==> src/hdl/hwa_pkg.sv <==
// Shared definitions for the histogram window alert unit.
// Holds field widths, command and register codes, reset values and the
// controller-to-datapath command and status types. No dependencies.
package hwa_pkg;

	// Default sizes of the bin store and of the radius cap.
	localparam int NUM_BINS_DEF   = 4096;
	localparam int MAX_RADIUS_DEF = 64;

	// Field and register widths.
	localparam int CMD_W      = 2;
	localparam int POS_W      = 12;
	localparam int RADIUS_W   = 7;
	localparam int THRESH_W   = 24;
	localparam int SUM_W      = 24;
	localparam int BIN_W      = 16;
	localparam int CFG_DATA_W = 24;
	localparam int CFG_IDX_W  = 1;

	// A window holds at most 2 * 127 + 1 = 255 full bins, which fits in 24 bits,
	// so the running sum never needs to saturate.
	localparam int ACC_W = BIN_W + RADIUS_W + 1;

	// Bin counter ceiling.
	localparam logic [BIN_W-1:0] BIN_MAX = '1;

	// Command codes.
	localparam logic [CMD_W-1:0] CMD_ADD   = 2'd0;
	localparam logic [CMD_W-1:0] CMD_QUERY = 2'd1;
	localparam logic [CMD_W-1:0] CMD_CLEAR = 2'd2;

	// Configuration register indexes.
	localparam logic [CFG_IDX_W-1:0] CFG_RADIUS    = 1'b0;
	localparam logic [CFG_IDX_W-1:0] CFG_THRESHOLD = 1'b1;

	// Configuration reset values.
	localparam logic [RADIUS_W-1:0] RADIUS_RST = 7'd8;
	localparam logic [THRESH_W-1:0] THRESH_RST = 24'd100;

	// Commands from the controller to the datapath.
	typedef struct packed {
		logic capture;    // latch the request and set up the pointer
		logic clr_start;  // with capture: start the pointer at the first bin
		logic clr_wr;     // write zero at the pointer and advance it
		logic add_rd;     // read the bin addressed by the latched position
		logic add_wr;     // write back the incremented bin
		logic q_rd;       // read the bin at the pointer and advance it
		logic q_load;     // load the result register
	} dp_ctrl_t;

	// Status from the datapath to the controller.
	typedef struct packed {
		logic clr_last;  // the pointer is at the last bin
		logic q_last;    // the pointer is at the top of the window
		logic q_empty;   // the window for the offered request is empty
		logic out_free;  // the result register can take a new result
	} dp_stat_t;

endpackage

==> src/hdl/hwa_ctrl.sv <==
// Controller state machine for the histogram window alert unit.
// Sequences clear sweeps, read-modify-write adds and window queries.
// Depends on hwa_pkg.
module hwa_ctrl (
	input  logic                   clk,
	input  logic                   arst_n,
	input  logic                   req_valid,
	output logic                   req_stall,
	input  logic [hwa_pkg::CMD_W-1:0] cmd,
	input  hwa_pkg::dp_stat_t      stat,
	output hwa_pkg::dp_ctrl_t      ctrl
);
	import hwa_pkg::*;

	typedef enum logic [6:0] {
		ST_IDLE   = 7'b0000001,
		ST_CLEAR  = 7'b0000010,
		ST_ADD_RD = 7'b0000100,
		ST_ADD_WR = 7'b0001000,
		ST_Q_RD   = 7'b0010000,
		ST_Q_WAIT = 7'b0100000,
		ST_Q_DONE = 7'b1000000
	} state_t;

	state_t state_q;
	state_t state_d;
	logic   accept;

	// A request is taken only when the controller is idle.
	assign req_stall = (state_q != ST_IDLE);
	assign accept    = req_valid && (state_q == ST_IDLE);

	// Next state and datapath commands.
	always_comb begin
		state_d = state_q;
		ctrl    = '0;
		unique case (state_q)
			ST_IDLE: begin
				if (accept) begin
					ctrl.capture = 1'b1;
					if (cmd == CMD_ADD) begin
						state_d = ST_ADD_RD;
					end else if (cmd == CMD_QUERY) begin
						state_d = stat.q_empty ? ST_Q_DONE : ST_Q_RD;
					end else if (cmd == CMD_CLEAR) begin
						ctrl.clr_start = 1'b1;
						state_d        = ST_CLEAR;
					end
				end
			end
			ST_CLEAR: begin
				ctrl.clr_wr = 1'b1;
				if (stat.clr_last) begin
					state_d = ST_IDLE;
				end
			end
			ST_ADD_RD: begin
				ctrl.add_rd = 1'b1;
				state_d     = ST_ADD_WR;
			end
			ST_ADD_WR: begin
				ctrl.add_wr = 1'b1;
				state_d     = ST_IDLE;
			end
			ST_Q_RD: begin
				ctrl.q_rd = 1'b1;
				if (stat.q_last) begin
					state_d = ST_Q_WAIT;
				end
			end
			ST_Q_WAIT: begin
				// The last bin read is added during this cycle.
				state_d = ST_Q_DONE;
			end
			ST_Q_DONE: begin
				if (stat.out_free) begin
					ctrl.q_load = 1'b1;
					state_d     = ST_IDLE;
				end
			end
			default: begin
				state_d = ST_IDLE;
			end
		endcase
	end

	// State register; reset starts with a clearing pass over the store.
	always_ff @(posedge clk or negedge arst_n) begin
		if (!arst_n) begin
			state_q <= ST_CLEAR;
		end else begin
			state_q <= state_d;
		end
	end

endmodule

==> config.mk <==
export PLATFORM = sky130hd
export DESIGN_NAME = hwa_ctrl
export DESIGN_NICKNAME = d
export VERILOG_FILES = /design/src/hdl/hwa_pkg.sv /design/src/hdl/hwa_ctrl.sv
export SDC_FILE = /design/constraint.sdc
export NUM_CORES = 1
export LEC_CHECK = 0
export ABC_AREA = 1
export BUFFER_PORTS_ARGS = -buffer_cell sky130_fd_sc_hd__buf_4
export CORE_AREA = 2 2 39 41
export CTS_BUF_LIST = sky130_fd_sc_hd__clkbuf_8
export CTS_CLUSTER_SIZE = 24
export DETAILED_ROUTE_END_ITERATION = 6
export DIE_AREA = 0 0 41 43
export PLACE_DENSITY_LB_ADDON = 0.2
export SLEW_MARGIN = 20
export SYNTH_ARGS = -nofsm -noshare
export SYNTH_HDL_FRONTEND = slang
export SYNTH_SLANG_ARGS = --single-unit
==> constraint.sdc <==
create_clock -name clk -period 2.07 [get_ports clk]
set_input_delay 0.207 -clock clk [delete_from_list [all_inputs] [get_ports clk]]
set_output_delay 0.207 -clock clk [all_outputs]
set_load 0.005 [all_outputs]
==> key figures, run 1 <==
Outcome
  • Status: finished clean

Critical path
  • Worst setup startpoint: state_q[4]$_DFFE_PN0P_
  • Crit start category: flop
  • Nature of the critical path endpoint: output port
  • Most used cell, CP: nand2_4
  • FF-to-FF End: state_q[0]$_DFFE_PN0P_
  • Max FO, Critical Path: 7
  • R2R cell count: 8
  • Crit path DAT: between 1000 and 1500 ps
  • R2r startpoint: state_q[1]$_DFFE_PN1P_
  • Crit path cell chain: inv_2, nand2_4, nor2_4, nand2_4, nor3b_2, buf_4
  • Reg2reg setup slack: 800 ps
  • Type of the worst setup path: reg2out
  • Crit-path slowest cell: dfrtp_1
  • Max incr delay on CP: 400 ps
  • CP required: around 1900 ps

STA
  • Max Fclk: ~0.64 GHz
  • Final worst slack: ~510 ps
  • Setup TNS: 0 ps
  • Tmin final: approximately 1600 ps
  • Crit share post-route: 0.7536
  • RSZ-0062 raised after global routing: false
  • Worst slew pin tran: between 200 and 250 ps
  • Rel. slew slack: 0.8408
  • Final Skew: about 0.97 ps
  • Final setup viols: 0
  • Slew Limit Fails: 0
  • Fin. Hold Viols: 0

Cells and area
  • Share of layout cells above drive strength 1: 0.4059
  • Most common cell after layout, fill and taps aside: nand2_1
  • Total Nets Final: about 110
  • Area Overhead vs Synth: 33.26%
  • Fill count: roughly 140
  • Antenna Diode Count: 0
  • Largest regs: state_q x7
  • Largest Register: state_q
  • Max reg flops: 7
  • Commonest non-fill, non-tap cells in the layout: 17 x nand2_1, 16 x buf_4, 15 x inv_1

Power and ir drop
  • VDD IR-drop max: approximately 0.56 mV
  • Clock group share of total power: 0.232
  • Reg power frac: 0.238
  • Power Density: just over 1000 nW/µm²
  • Switching share of total power: 0.4168
  • Lkg Pwr: about 0.46 nW
  • Combinational Power Share: 0.530
  • Net Sw Power: approximately 0.00033 W
  • Cell-internal power: 0.0004621 W

Drt
  • DRC violations left: 0
  • Routed wire length per instance: between 9 and 10 µm
  • Via count: between 500 and 600
  • Pre-antenna DRT Iters: 3
  • Final ANT Viol Nets: 0
  • Vias per Instance: between 4 and 5
  • Initial drt markers: 3
  • Final wirelength: about 1100 µm

Flow run
  • Max Cap Viol: 0

GRT
  • First-pass GRT wire length: ~1800 µm
  • Initial antenna violation count: 0
  • GRT Overall Usage: 0.1544
  • Largest net degree at the start of global routing: 8
  • Vias in the first global route: around 500
  • Total gr overflow: 0

Floorplan
  • I/O pin count: 17
  • Die height: approximately 43 µm
  • Initial core utilization: 0.4241
  • Core Rows: 14
  • Die Span X: approximately 40 µm
  • Core area: about 1400 µm²
  • DIE AREA: between 1500 and 2000 µm²

Hold path
  • Min-Delay Endpoint: state_q[1]$_DFFE_PN1P_
  • Hold Crit Depth: 4
  • Hold path start: stat[3]
  • Worst min-delay path class: in2reg

Clocking
  • Clock Pin Slew Worst Setup and Hold Paths: roughly 40 ps
  • CTS tree: yes
  • H-tree depth: 1
  • Clk sinks: 7
  • Clk_lat worst skew: 220 ps
  • Post-CTS setup buffer count: 0
  • Post-cts sizing count: 0
  • Root buf cell: clkbuf_8
  • Max clock buf depth: 2
  • Num CTS Buffers: 3

Logic synthesis
  • Syn nets: 92
  • Synth Register Bits: 7
  • Synth warnings: 0
  • Post-Syn Area: roughly 600 µm²
  • Synth unique cells: 19
  • Synth Area per Inst: roughly 7.3 µm²
  • Gate Count Post-Synth: 80
  • Share of the yosys chip area belonging to registers: 0.3006

Place
  • Final HPWL DP: approximately 900 µm
  • Port bufs: 16
  • Routability Congestion: about 0.85
  • Pre-CTS setup slack: ~750 ps
-- synth_stat cells (all sizes together) --
master,count,area share
inv,19,0.12
nor2,11,0.11
nor3b,1,0.021
o21ai,2,0.017
dfrtp,6,0.26
nor3,6,0.068
nand3,7,0.085
ha,3,0.064
nor4,1,0.011
nand2,23,0.20
dfstp,1,0.045
-- metrics by stage --
stage | std cells | power [W] | cell area (µm²) | utilization | hold slack, ps
2_1_floorplan | 80 | 0.0004987 | 586.8 | - | -88.59
3_3_place_gp | 112 | 0.0006091 | 726.9 | 0.5253 | 24.62
3_5_place_dp | 112 | 0.0006154 | 726.9 | 0.5253 | 25.30
4_1_cts | 117 | 0.0008058 | 782.0 | 0.5651 | 228.6
5_1_grt | 117 | 0.0008652 | 782.0 | 0.5651 | 248.6
6_report | 117 | 0.0007923 | 782.0 | 0.5651 | 231.1
-- power by group through the flow --
| stage | Sequential, W | Clock, W | Combinational (W) |
|---|---|---|---|
| 2_1_floorplan | 0.000187 | 0 | 0.000311 |
| 3_3_place_gp | 0.000190 | 0 | 0.000419 |
| 3_5_place_dp | 0.000190 | 0 | 0.000425 |
| 4_1_cts | 0.000188 | 0.000189 | 0.000428 |
| 5_1_grt | 0.000192 | 0.000200 | 0.000474 |
| 6_report | 0.000188 | 0.000184 | 0.000420 |
-- cell families after synthesis --
kind of cell / count (synthesis) / share of synthesized area
flip-flops: 7 / 0.3006
AND/OR/NAND/NOR: 49 / 0.4968
buffers and inverters: 19 / 0.1215
adder cells (fa/ha/maj): 3 / 0.06397
AO/OA/AOI/OAI: 2 / 0.01704
-- worst max-delay path by stage --
stage                     endpoint  slack (ps)  cells past startpoint
final                      ctrl[5]         510                      6
after global routing       ctrl[2]         440                      6
after CTS                  ctrl[5]         500                      6
after detailed placement   ctrl[5]         750                      6
after global placement     ctrl[5]         740                      6
after floorplan            ctrl[5]         920                      5
-- final cells by class --
cell class              count  area [µm²]  area share
multi-input cells          54       339.1      0.4336
flip-flops and latches      7       176.4      0.2256
repair buffers             17       130.1      0.1664
inverters                  19       71.32     0.09120
clock buffers               3       41.29     0.05280
well taps                  16       20.02     0.02560
clock inverters             1       3.754    0.004800
-- worst max-delay path: cells and delay by family (launching register included) --
| family | cells | cell delay, ps |
|---|---|---|
| and+or+nand+nor | 4 | 530 |
| buffers and inverters | 2 | 200 |
| DFF | 1 | 400 |
-- layer usage --
layer,vias up,global-route usage,wire length (µm)
li1,284,-,-
met1,216,0.1830,505
met2,13,0.2375,508
met3,0,0.03141,47
met4,0,0.1000,0
met5,-,0,0
-- timing repair --
| item | 4_1_cts | 5_1_grt |
|---|---|---|
| endpoints found under the setup margin | 0 | 0 |
| endpoints found under the hold margin | 7 | 0 |
| hold buffers | 1 | 0 |
Power figures use the tool's default switching activity.
==> inputs of run 2 (changes only) <==
--- a/config.mk
+++ b/config.mk
@@ -5,7 +5,7 @@
 export SDC_FILE = /design/constraint.sdc
 export NUM_CORES = 1
 export LEC_CHECK = 0
-export ABC_AREA = 1
+export ABC_AREA = 0
 export BUFFER_PORTS_ARGS = -buffer_cell sky130_fd_sc_hd__buf_4
 export CORE_AREA = 2 2 39 41
 export CTS_BUF_LIST = sky130_fd_sc_hd__clkbuf_8
==> constraint.sdc (replaced) <==
create_clock -name clk -period 1.33 [get_ports clk]
set_input_delay 0.133 -clock clk [delete_from_list [all_inputs] [get_ports clk]]
set_output_delay 0.133 -clock clk [all_outputs]
set_load 0.005 [all_outputs]
==> key figures, run 2 <==
Logic synthesis
  • Proportion of synthesized area in mux cells: 0.01782 (was 0)
  • Post-Synth Adder-Cell Area: 0.06682 (was 0.06397)
  • Post-synth top cells: 6 x dfrtp_1, 6 x inv_1, 5 x nor2_1 (was 17 x nand2_1, 14 x inv_1, 7 x nor2_1)
  • Gate Count Post-Synth: 57 (was 80)
  • Synth area leader: dfrtp_1 (unchanged)
  • Synth Area in Simple Gates: 0.3296 (was 0.4968)
  • Synth warnings: 0 (unchanged)
  • Synth unique cells: 31 (was 19)
  • Post-synthesis async set-or-reset flop share: 1.000 (unchanged)
  • Compound-gate portion of the synthesized area: 0.1849 (was 0.01706)
  • Share of the yosys chip area belonging to registers: 0.3140 (was 0.3006)
  • EDFF count, synth: 0 (unchanged)
  • Synth Area per Inst: 9.856 µm² (was 7.335 µm²)
  • Xor-xnor portion of the synthesized cell area: 0.01559 (was 0)
  • Post-Syn Area: 561.8 µm² (was 586.8 µm²)
  • Post-synth top area share: 0.2673 (was 0.2559)
  • Area contributors post-synth: dfrtp_1 27%, ha_1 6.7%, o32ai_2 5.8% (was dfrtp_1 26%, nand2_1 11%, inv_1 9.0%)
  • Synth Register Bits: 7 (unchanged)
  • Main combinational cell family by area after synthesis: simple AND/OR/NAND/NOR gates (unchanged)
  • Main synth FF type: dfrtp_1 (unchanged)
  • Syn nets: 69 (was 92)

STA
  • Tmin final: around 1600 ps
  • Fin. Hold Viols: 0 (unchanged)
  • Crit share post-route: 1.216
  • Final worst slack: -287.2 ps (was 510.0 ps)
  • Final setup viols: 13 (was 0)
  • Rel. slew slack: 0.7712 (was 0.8408)
  • Worst slew pin tran: 339.6 ps (was 238.2 ps)
  • Slew Limit Fails: 0 (unchanged)
  • RSZ-0062 raised after global routing: true (was false)
  • Max Fclk: just over 0.6 GHz
  • Final Skew: 2.287 ps (was 0.9679 ps)

Critical path
  • Reg2reg setup slack: -200 ps (was 800 ps)
  • Nature of the critical path endpoint: output port (unchanged)
  • Max FO, Critical Path: 5 (was 7)
  • Crit path cell chain: nor4b_4, and3_4, and2_4, buf_6 (was inv_2, nand2_4, nor2_4, nand2_4, nor3b_2, buf_4)
  • Crit-path slowest cell: dfrtp_2 (was dfrtp_1)
  • CP required: 1200 ps (was 1860 ps)
  • Max incr delay on CP: 470 ps (was 400 ps)
  • Crit path DAT: 1480 ps (was 1350 ps)
  • R2r startpoint: state_q[6]$_DFFE_PN0P_ (was state_q[1]$_DFFE_PN1P_)
  • Crit start category: flop (unchanged)
  • R2R cell count: 5 (was 8)
  • FF-to-FF End: state_q[0]$_DFFE_PN0P_ (unchanged)
  • Type of the worst setup path: reg2out (unchanged)

Hold path
  • Hold path start: stat[3] (unchanged)
  • Hold Crit Depth: 2 (was 4)
  • Min-Delay Endpoint: state_q[1]$_DFFE_PN1P_ (unchanged)
  • Worst min-delay path class: in2reg (unchanged)

Cells and area
  • Antenna Diode Count: 0 (unchanged)
  • Area Overhead vs Synth: 83.30% (was 33.26%)
  • Commonest non-fill, non-tap cells in the layout: 32 x buf_4, 6 x inv_1, 6 x buf_6 (was 17 x nand2_1, 16 x buf_4, 15 x inv_1)
  • Max reg flops: 7 (unchanged)
  • Post-Layout Cell Count: 113 (was 117)
  • Total Nets Final: 110 (was 114)
  • Final instance area: 1030 µm² (was 782.0 µm²)
  • Most common cell after layout, fill and taps aside: buf_4 (was nand2_1)
  • Largest Register: state_q (unchanged)
  • Share of layout cells above drive strength 1: 0.6701 (was 0.4059)
  • Largest regs: state_q x7 (unchanged)

Power and ir drop
  • Power Density: 1453 nW/µm² (was 1013 nW/µm²)
  • Switching share of total power: 0.3253 (was 0.4168)
  • Clock group share of total power: 0.205 (was 0.232)
  • Net Sw Power: 0.0004868 W (was 0.0003302 W)
  • Lkg Pwr: 0.5053 nW (was 0.4612 nW)
  • Cell-internal power: 0.001010 W (was 0.0004621 W)
  • Combinational Power Share: 0.588 (was 0.530)
  • Reg power frac: 0.207 (was 0.238)
  • VDD IR-drop max: 0.7116 mV (was 0.5569 mV)

Outcome
  • Status: finished with violations (was finished clean)
  • Failing checks: negative setup slack

Drt
  • Final wirelength: 1821 µm (was 1062 µm)
  • DRC violations left: 0 (unchanged)
  • Initial drt markers: 15 (was 3)
  • Pre-antenna DRT Iters: 6 (was 3)
  • Routed wire length per instance: 16.12 µm (was 9.077 µm)
  • Via count: 615 (was 513)
  • Vias per Instance: 5.442 (was 4.385)
  • Final ANT Viol Nets: 0 (unchanged)

GRT
  • Total gr overflow: 0 (unchanged)
  • Initial antenna violation count: 0 (unchanged)
  • First-pass GRT wire length: 2725 µm (was 1821 µm)
  • Largest net degree at the start of global routing: 8 (unchanged)
  • Vias in the first global route: 620 (was 486)
  • GRT Overall Usage: 0.2346 (was 0.1544)

Place
  • Final HPWL DP: 1194 µm (was 900.8 µm)
  • Post-DP Area: 779.5 µm² (was 726.9 µm²)
  • Pre-CTS setup slack: -119.1 ps (was 745.3 ps)
  • Post-Place Cells: 98 (was 112)
  • Port bufs: 16 (unchanged)
  • Routability Congestion: 0.8018 (was 0.8451)

Clocking
  • Clock Pin Slew Worst Setup and Hold Paths: 40 ps (about the same)
  • Clk_lat worst skew: 230 ps (was 220 ps)
  • CTS tree: yes (unchanged)
  • Root buf cell: clkbuf_8 (unchanged)
  • Num CTS Buffers: 3 (unchanged)
  • Max clock buf depth: 2 (unchanged)
  • H-tree depth: 1 (unchanged)
  • Clk sinks: 7 (unchanged)

Floorplan
  • Initial core utilization: 0.4060 (was 0.4241)
  • Die Span X: 41 µm (unchanged)
  • Core Rows: 14 (unchanged)
  • Core area: 1384 µm² (unchanged)
  • DIE AREA: 1763 µm² (unchanged)
  • Die height: 43 µm (unchanged)
  • I/O pin count: 17 (unchanged)

Flow run
  • Max Cap Viol: 0 (unchanged)
==> run 2: power groups by stage <==
stage,Clock (W),Combinational (W),Sequential [W]
floorplan,0,0.000321,0.000289
global placement,0,0.000558,0.000302
detailed placement,0,0.000564,0.000304
CTS,0.000313,0.000788,0.000296
global route,0.000324,0.000941,0.000314
finish,0.000306,0.000880,0.000310
==> run 2: cells by family (layout without fill, tap and decap cells) <==
family | Yosys count | count (layout)
buffers and inverters | 9 | 49
flip-flops | 7 | 7
adder cells (fa/ha/maj) | 3 | 3
AND/OR/NAND/NOR | 26 | 26
multiplexers | 1 | 1
XOR/XNOR | 1 | 1
AO/OA/AOI/OAI | 10 | 10
==> run 2: critical path: cells and delay by family, from the launching register on <==
kind                   cells  cell delay, ps
and+or+nand+nor            3             700
DFF                        1             470
buffers and inverters      1              80
==> run 2: cell type report <==
type	instances	area (µm²)
Clock buffer	3	41.29
Clock inverter	1	3.754
Fill cell	102	354.1
Inverter	6	22.52
Multi-Input combinational cell	41	444.2
Sequential cell	7	180.2
Tap cell	16	20.02
Timing Repair Buffer	39	317.8
==> run 2: routing by layer <==
metal  global-route usage  vias up  part of all wire
met5                    0        -                 0
met4               0.1400        0             0.023
met3              0.03665        4             0.048
met2               0.3938       26              0.54
met1               0.2565      297              0.38
li1                     -      288                 -
==> run 2: repair_timing <==
item | 4_1_cts | 5_1_grt
hold endpoints to repair | 7 | 0
buffers inserted | 8 | 2
pin swaps | 11 | 4
cloned | 0 | 0
endpoints found under the setup margin | 13 | 15
gates resized for setup | 18 | 8
hold buffers | 1 | 0
==> run 2: worst max-delay path by stage <==
stage / startpoint / end / cells past startpoint
global placement: state_q[2]$_DFFE_PN0P_ / state_q[0]$_DFFE_PN0P_ / 4
global route: state_q[6]$_DFFE_PN0P_ / ctrl[5] / 4
floorplan: state_q[5]$_DFFE_PN0P_ / state_q[0]$_DFFE_PN0P_ / 5
CTS: state_q[6]$_DFFE_PN0P_ / ctrl[5] / 4
finish: state_q[6]$_DFFE_PN0P_ / ctrl[5] / 4
detailed placement: state_q[6]$_DFFE_PN0P_ / state_q[4]$_DFFE_PN0P_ / 4
==> run 2: metrics by stage <==
stage	hold slack, ps	utilization	total power, W	TNS (ps)
after global placement	-50.17	0.5633	0.0008602	-185.6
final	47.10	0.7441	0.001496	-2413
after detailed placement	-45.17	0.5633	0.0008679	-439.7
after CTS	43.75	0.6971	0.001397	-1873
after floorplan	-162.6	-	0.0006101	-12.28
after global routing	54.25	0.7441	0.001579	-3181
==> inputs of run 3 (changes only) <==
==> constraint.sdc (replaced) <==
create_clock -name clk -period 1.33 [get_ports clk]
set_input_delay 0.133 -clock clk [delete_from_list [all_inputs] [get_ports clk]]
set_output_delay 0.133 -clock clk [all_outputs]
set_load 0.02 [all_outputs]
==> key figures, run 3 (synthesized netlist as in run 2, its figures left out) <==
GRT
  • Initial antenna violation count: 0 (unchanged)
  • Largest net degree at the start of global routing: 8 (unchanged)
  • Vias in the first global route: 618 (was 620)
  • Total gr overflow: 0 (unchanged)
  • First-pass GRT wire length: 2808 µm (was 2725 µm)
  • GRT Overall Usage: 0.2363 (was 0.2346)

STA
  • Max Fclk: 0.6078 GHz (was 0.6184 GHz)
  • Final Skew: 2.714 ps (was 2.287 ps)
  • RSZ-0062 raised after global routing: true (unchanged)
  • Final setup viols: 13 (unchanged)
  • Setup TNS: -2651 ps (was -2413 ps)
  • Worst slew pin tran: 299.1 ps (was 339.6 ps)
  • Final worst slack: -315.2 ps (was -287.2 ps)
  • Tmin final: 1645 ps (was 1617 ps)
  • Rel. slew slack: 0.7985 (was 0.7712)
  • Crit share post-route: 1.237 (was 1.216)
  • Min Hold Slack: 85.08 ps (was 47.10 ps)
  • Slew Limit Fails: 0 (unchanged)
  • Fin. Hold Viols: 0 (unchanged)

Floorplan
  • Die height: 43 µm (unchanged)
  • Core Rows: 14 (unchanged)
  • DIE AREA: 1763 µm² (unchanged)
  • Initial core utilization: 0.4060 (unchanged)
  • Core area: 1384 µm² (unchanged)
  • I/O pin count: 17 (unchanged)
  • Die Span X: 41 µm (unchanged)

Drt
  • Routed wire length per instance: 16.20 µm (was 16.12 µm)
  • WL met1: 763 µm (was 701 µm)
  • Via count: 617 (was 615)
  • Met2 wirelength from detailed routing: 989 µm (was 990 µm)
  • Initial drt markers: 11 (was 15)
  • Pre-antenna DRT Iters: 4 (was 6)
  • Final ANT Viol Nets: 0 (unchanged)
  • DRC violations left: 0 (unchanged)
  • Max Used Layer: met4 (unchanged)
  • Vias per Instance: 5.509 (was 5.442)
  • DR WL met3: 48 µm (was 87 µm)
  • Final wirelength: 1814 µm (was 1821 µm)

Place
  • Post-DP Area: 800.8 µm² (was 779.5 µm²)
  • Final HPWL DP: 1194 µm (unchanged)
  • Routability Congestion: 0.8343 (was 0.8018)
  • Port bufs: 16 (unchanged)
  • Pre-CTS setup slack: -139.1 ps (was -119.1 ps)

Critical path
  • Crit-path leading delay family: simple AND/OR/NAND/NOR gates (unchanged)
  • Max FO, Critical Path: 4 (was 5)
  • Crit start category: flop (unchanged)
  • Crit path cell chain: nor4b_4, and3_4, and2_4, buf_6 (unchanged)
  • Crit path DAT: 1510 ps (was 1480 ps)
  • Crit-path slowest cell: dfrtp_2 (unchanged)
  • CP required: 1200 ps (about the same)
  • WP buf/inv: 1 (unchanged)
  • Nature of the critical path endpoint: output port (unchanged)
  • Type of the worst setup path: reg2out (unchanged)
  • Max incr delay on CP: 450 ps (was 470 ps)

Cells and area
  • Share of layout cells above drive strength 1: 0.6979 (was 0.6701)
  • Largest Register: state_q (unchanged)
  • Max reg flops: 7 (unchanged)
  • Antenna Diode Count: 0 (unchanged)
  • Multi-input gate area: 449.2 µm² (was 444.2 µm²)
  • Register area: 183.9 µm² (was 180.2 µm²)
  • Most common cell after layout, fill and taps aside: buf_4 (unchanged)
  • Total Nets Final: 109 (was 110)
  • Area Overhead vs Synth: 87.31% (was 83.30%)
  • Fill count: 102 (unchanged)
  • Largest regs: state_q x7 (unchanged)
  • Fin util: 0.7604 (was 0.7441)
  • Commonest non-fill, non-tap cells in the layout: 28 x buf_4, 8 x buf_6, 6 x dfrtp_2 (was 32 x buf_4, 6 x inv_1, 6 x buf_6)
  • Final instance area: 1052 µm² (was 1030 µm²)

Power and ir drop
  • Clock group share of total power: 0.185 (was 0.205)
  • Net Sw Power: 0.0005204 W (was 0.0004868 W)
  • Switching share of total power: 0.3280 (was 0.3253)
  • Cell-internal power: 0.001066 W (was 0.001010 W)
  • Power Density: 1508 nW/µm² (was 1453 nW/µm²)
  • VDD IR-drop max: 0.9862 mV (was 0.7116 mV)
  • Lkg Pwr: 0.4996 nW (was 0.5053 nW)
  • Reg power frac: 0.197 (was 0.207)
  • Combinational Power Share: 0.618 (was 0.588)

Flow run
  • Max Cap Viol: 0 (unchanged)

Clocking
  • H-tree depth: 1 (unchanged)
  • CTS tree: yes (unchanged)
  • Num CTS Buffers: 3 (unchanged)
  • Clock Pin Slew Worst Setup and Hold Paths: 40 ps (about the same)
  • Clk_lat worst skew: 220 ps (was 230 ps)
  • Clk sinks: 7 (unchanged)
  • Root buf cell: clkbuf_8 (unchanged)
  • Max clock buf depth: 2 (unchanged)

Outcome
  • Failing checks: negative setup slack (unchanged)
  • Status: finished with violations (unchanged)

Hold path
  • Worst min-delay path class: in2reg (unchanged)
-- run 3: changes by cell type in the layout (fill, tap and decap cells not counted), moves of 2 or more --
cell     change
buf_4        -4
inv_1        -2
nor3_2       -2
dfrtp_1      -3
dfrtp_2      +3
buf_6        +2
-- run 3: final timing paths --
check	start	endpoint	slack [ps]	cells after the start
worst max-delay path	state_q[6]$_DFFE_PN0P_	ctrl[5]	-320	4
min in group asynchronous	arst_n	state_q[3]$_DFFE_PN0P_	270	2
worst max register to register	state_q[6]$_DFFE_PN0P_	state_q[4]$_DFFE_PN0P_	-230	5
max in group asynchronous	arst_n	state_q[1]$_DFFE_PN1P_	850	2
worst min register to register	state_q[3]$_DFFE_PN0P_	state_q[4]$_DFFE_PN0P_	720	3
worst min-delay path	stat[3]	state_q[1]$_DFFE_PN1P_	90	2
-- run 3: routing by layer --
layer  global-route usage  vias up
met5                    0        -
met4               0.1000        0
met3              0.03141        2
met2               0.3656       16
met1               0.3156      312
li1                     -      287
-- run 3: through the flow --
stage	total power (W)	cells
after global placement	0.0009304	98
after detailed placement	0.0009352	98
after floorplan	0.0006812	57
after global routing	0.001678	112
after CTS	0.001428	108
final	0.001587	112
-- run 3: repair_timing --
item	CTS	global route
hold buffers	1	0
endpoints found under the hold margin	7	0
buffers inserted	5	4
resized for setup	14	15
setup endpoints to repair	14	14
pin swaps	3	5
-- run 3: power groups by stage --
stage / clock (W) / sequential [W] / combinational, W
after floorplan: 0 / 0.000290 / 0.000391
after global placement: 0 / 0.000294 / 0.000637
after detailed placement: 0 / 0.000293 / 0.000642
after CTS: 0.000301 / 0.000301 / 0.000827
after global routing: 0.000323 / 0.000319 / 0.00104
final: 0.000293 / 0.000313 / 0.000981
-- run 3: final cells by class --
type	count	area share
clock buffers	3	0.03924
clock inverters	1	0.004756
inverters	6	0.02140
multi-input cells	41	0.4269
flip-flops and latches	7	0.1748
well taps	16	0.01902
repair buffers	38	0.3139
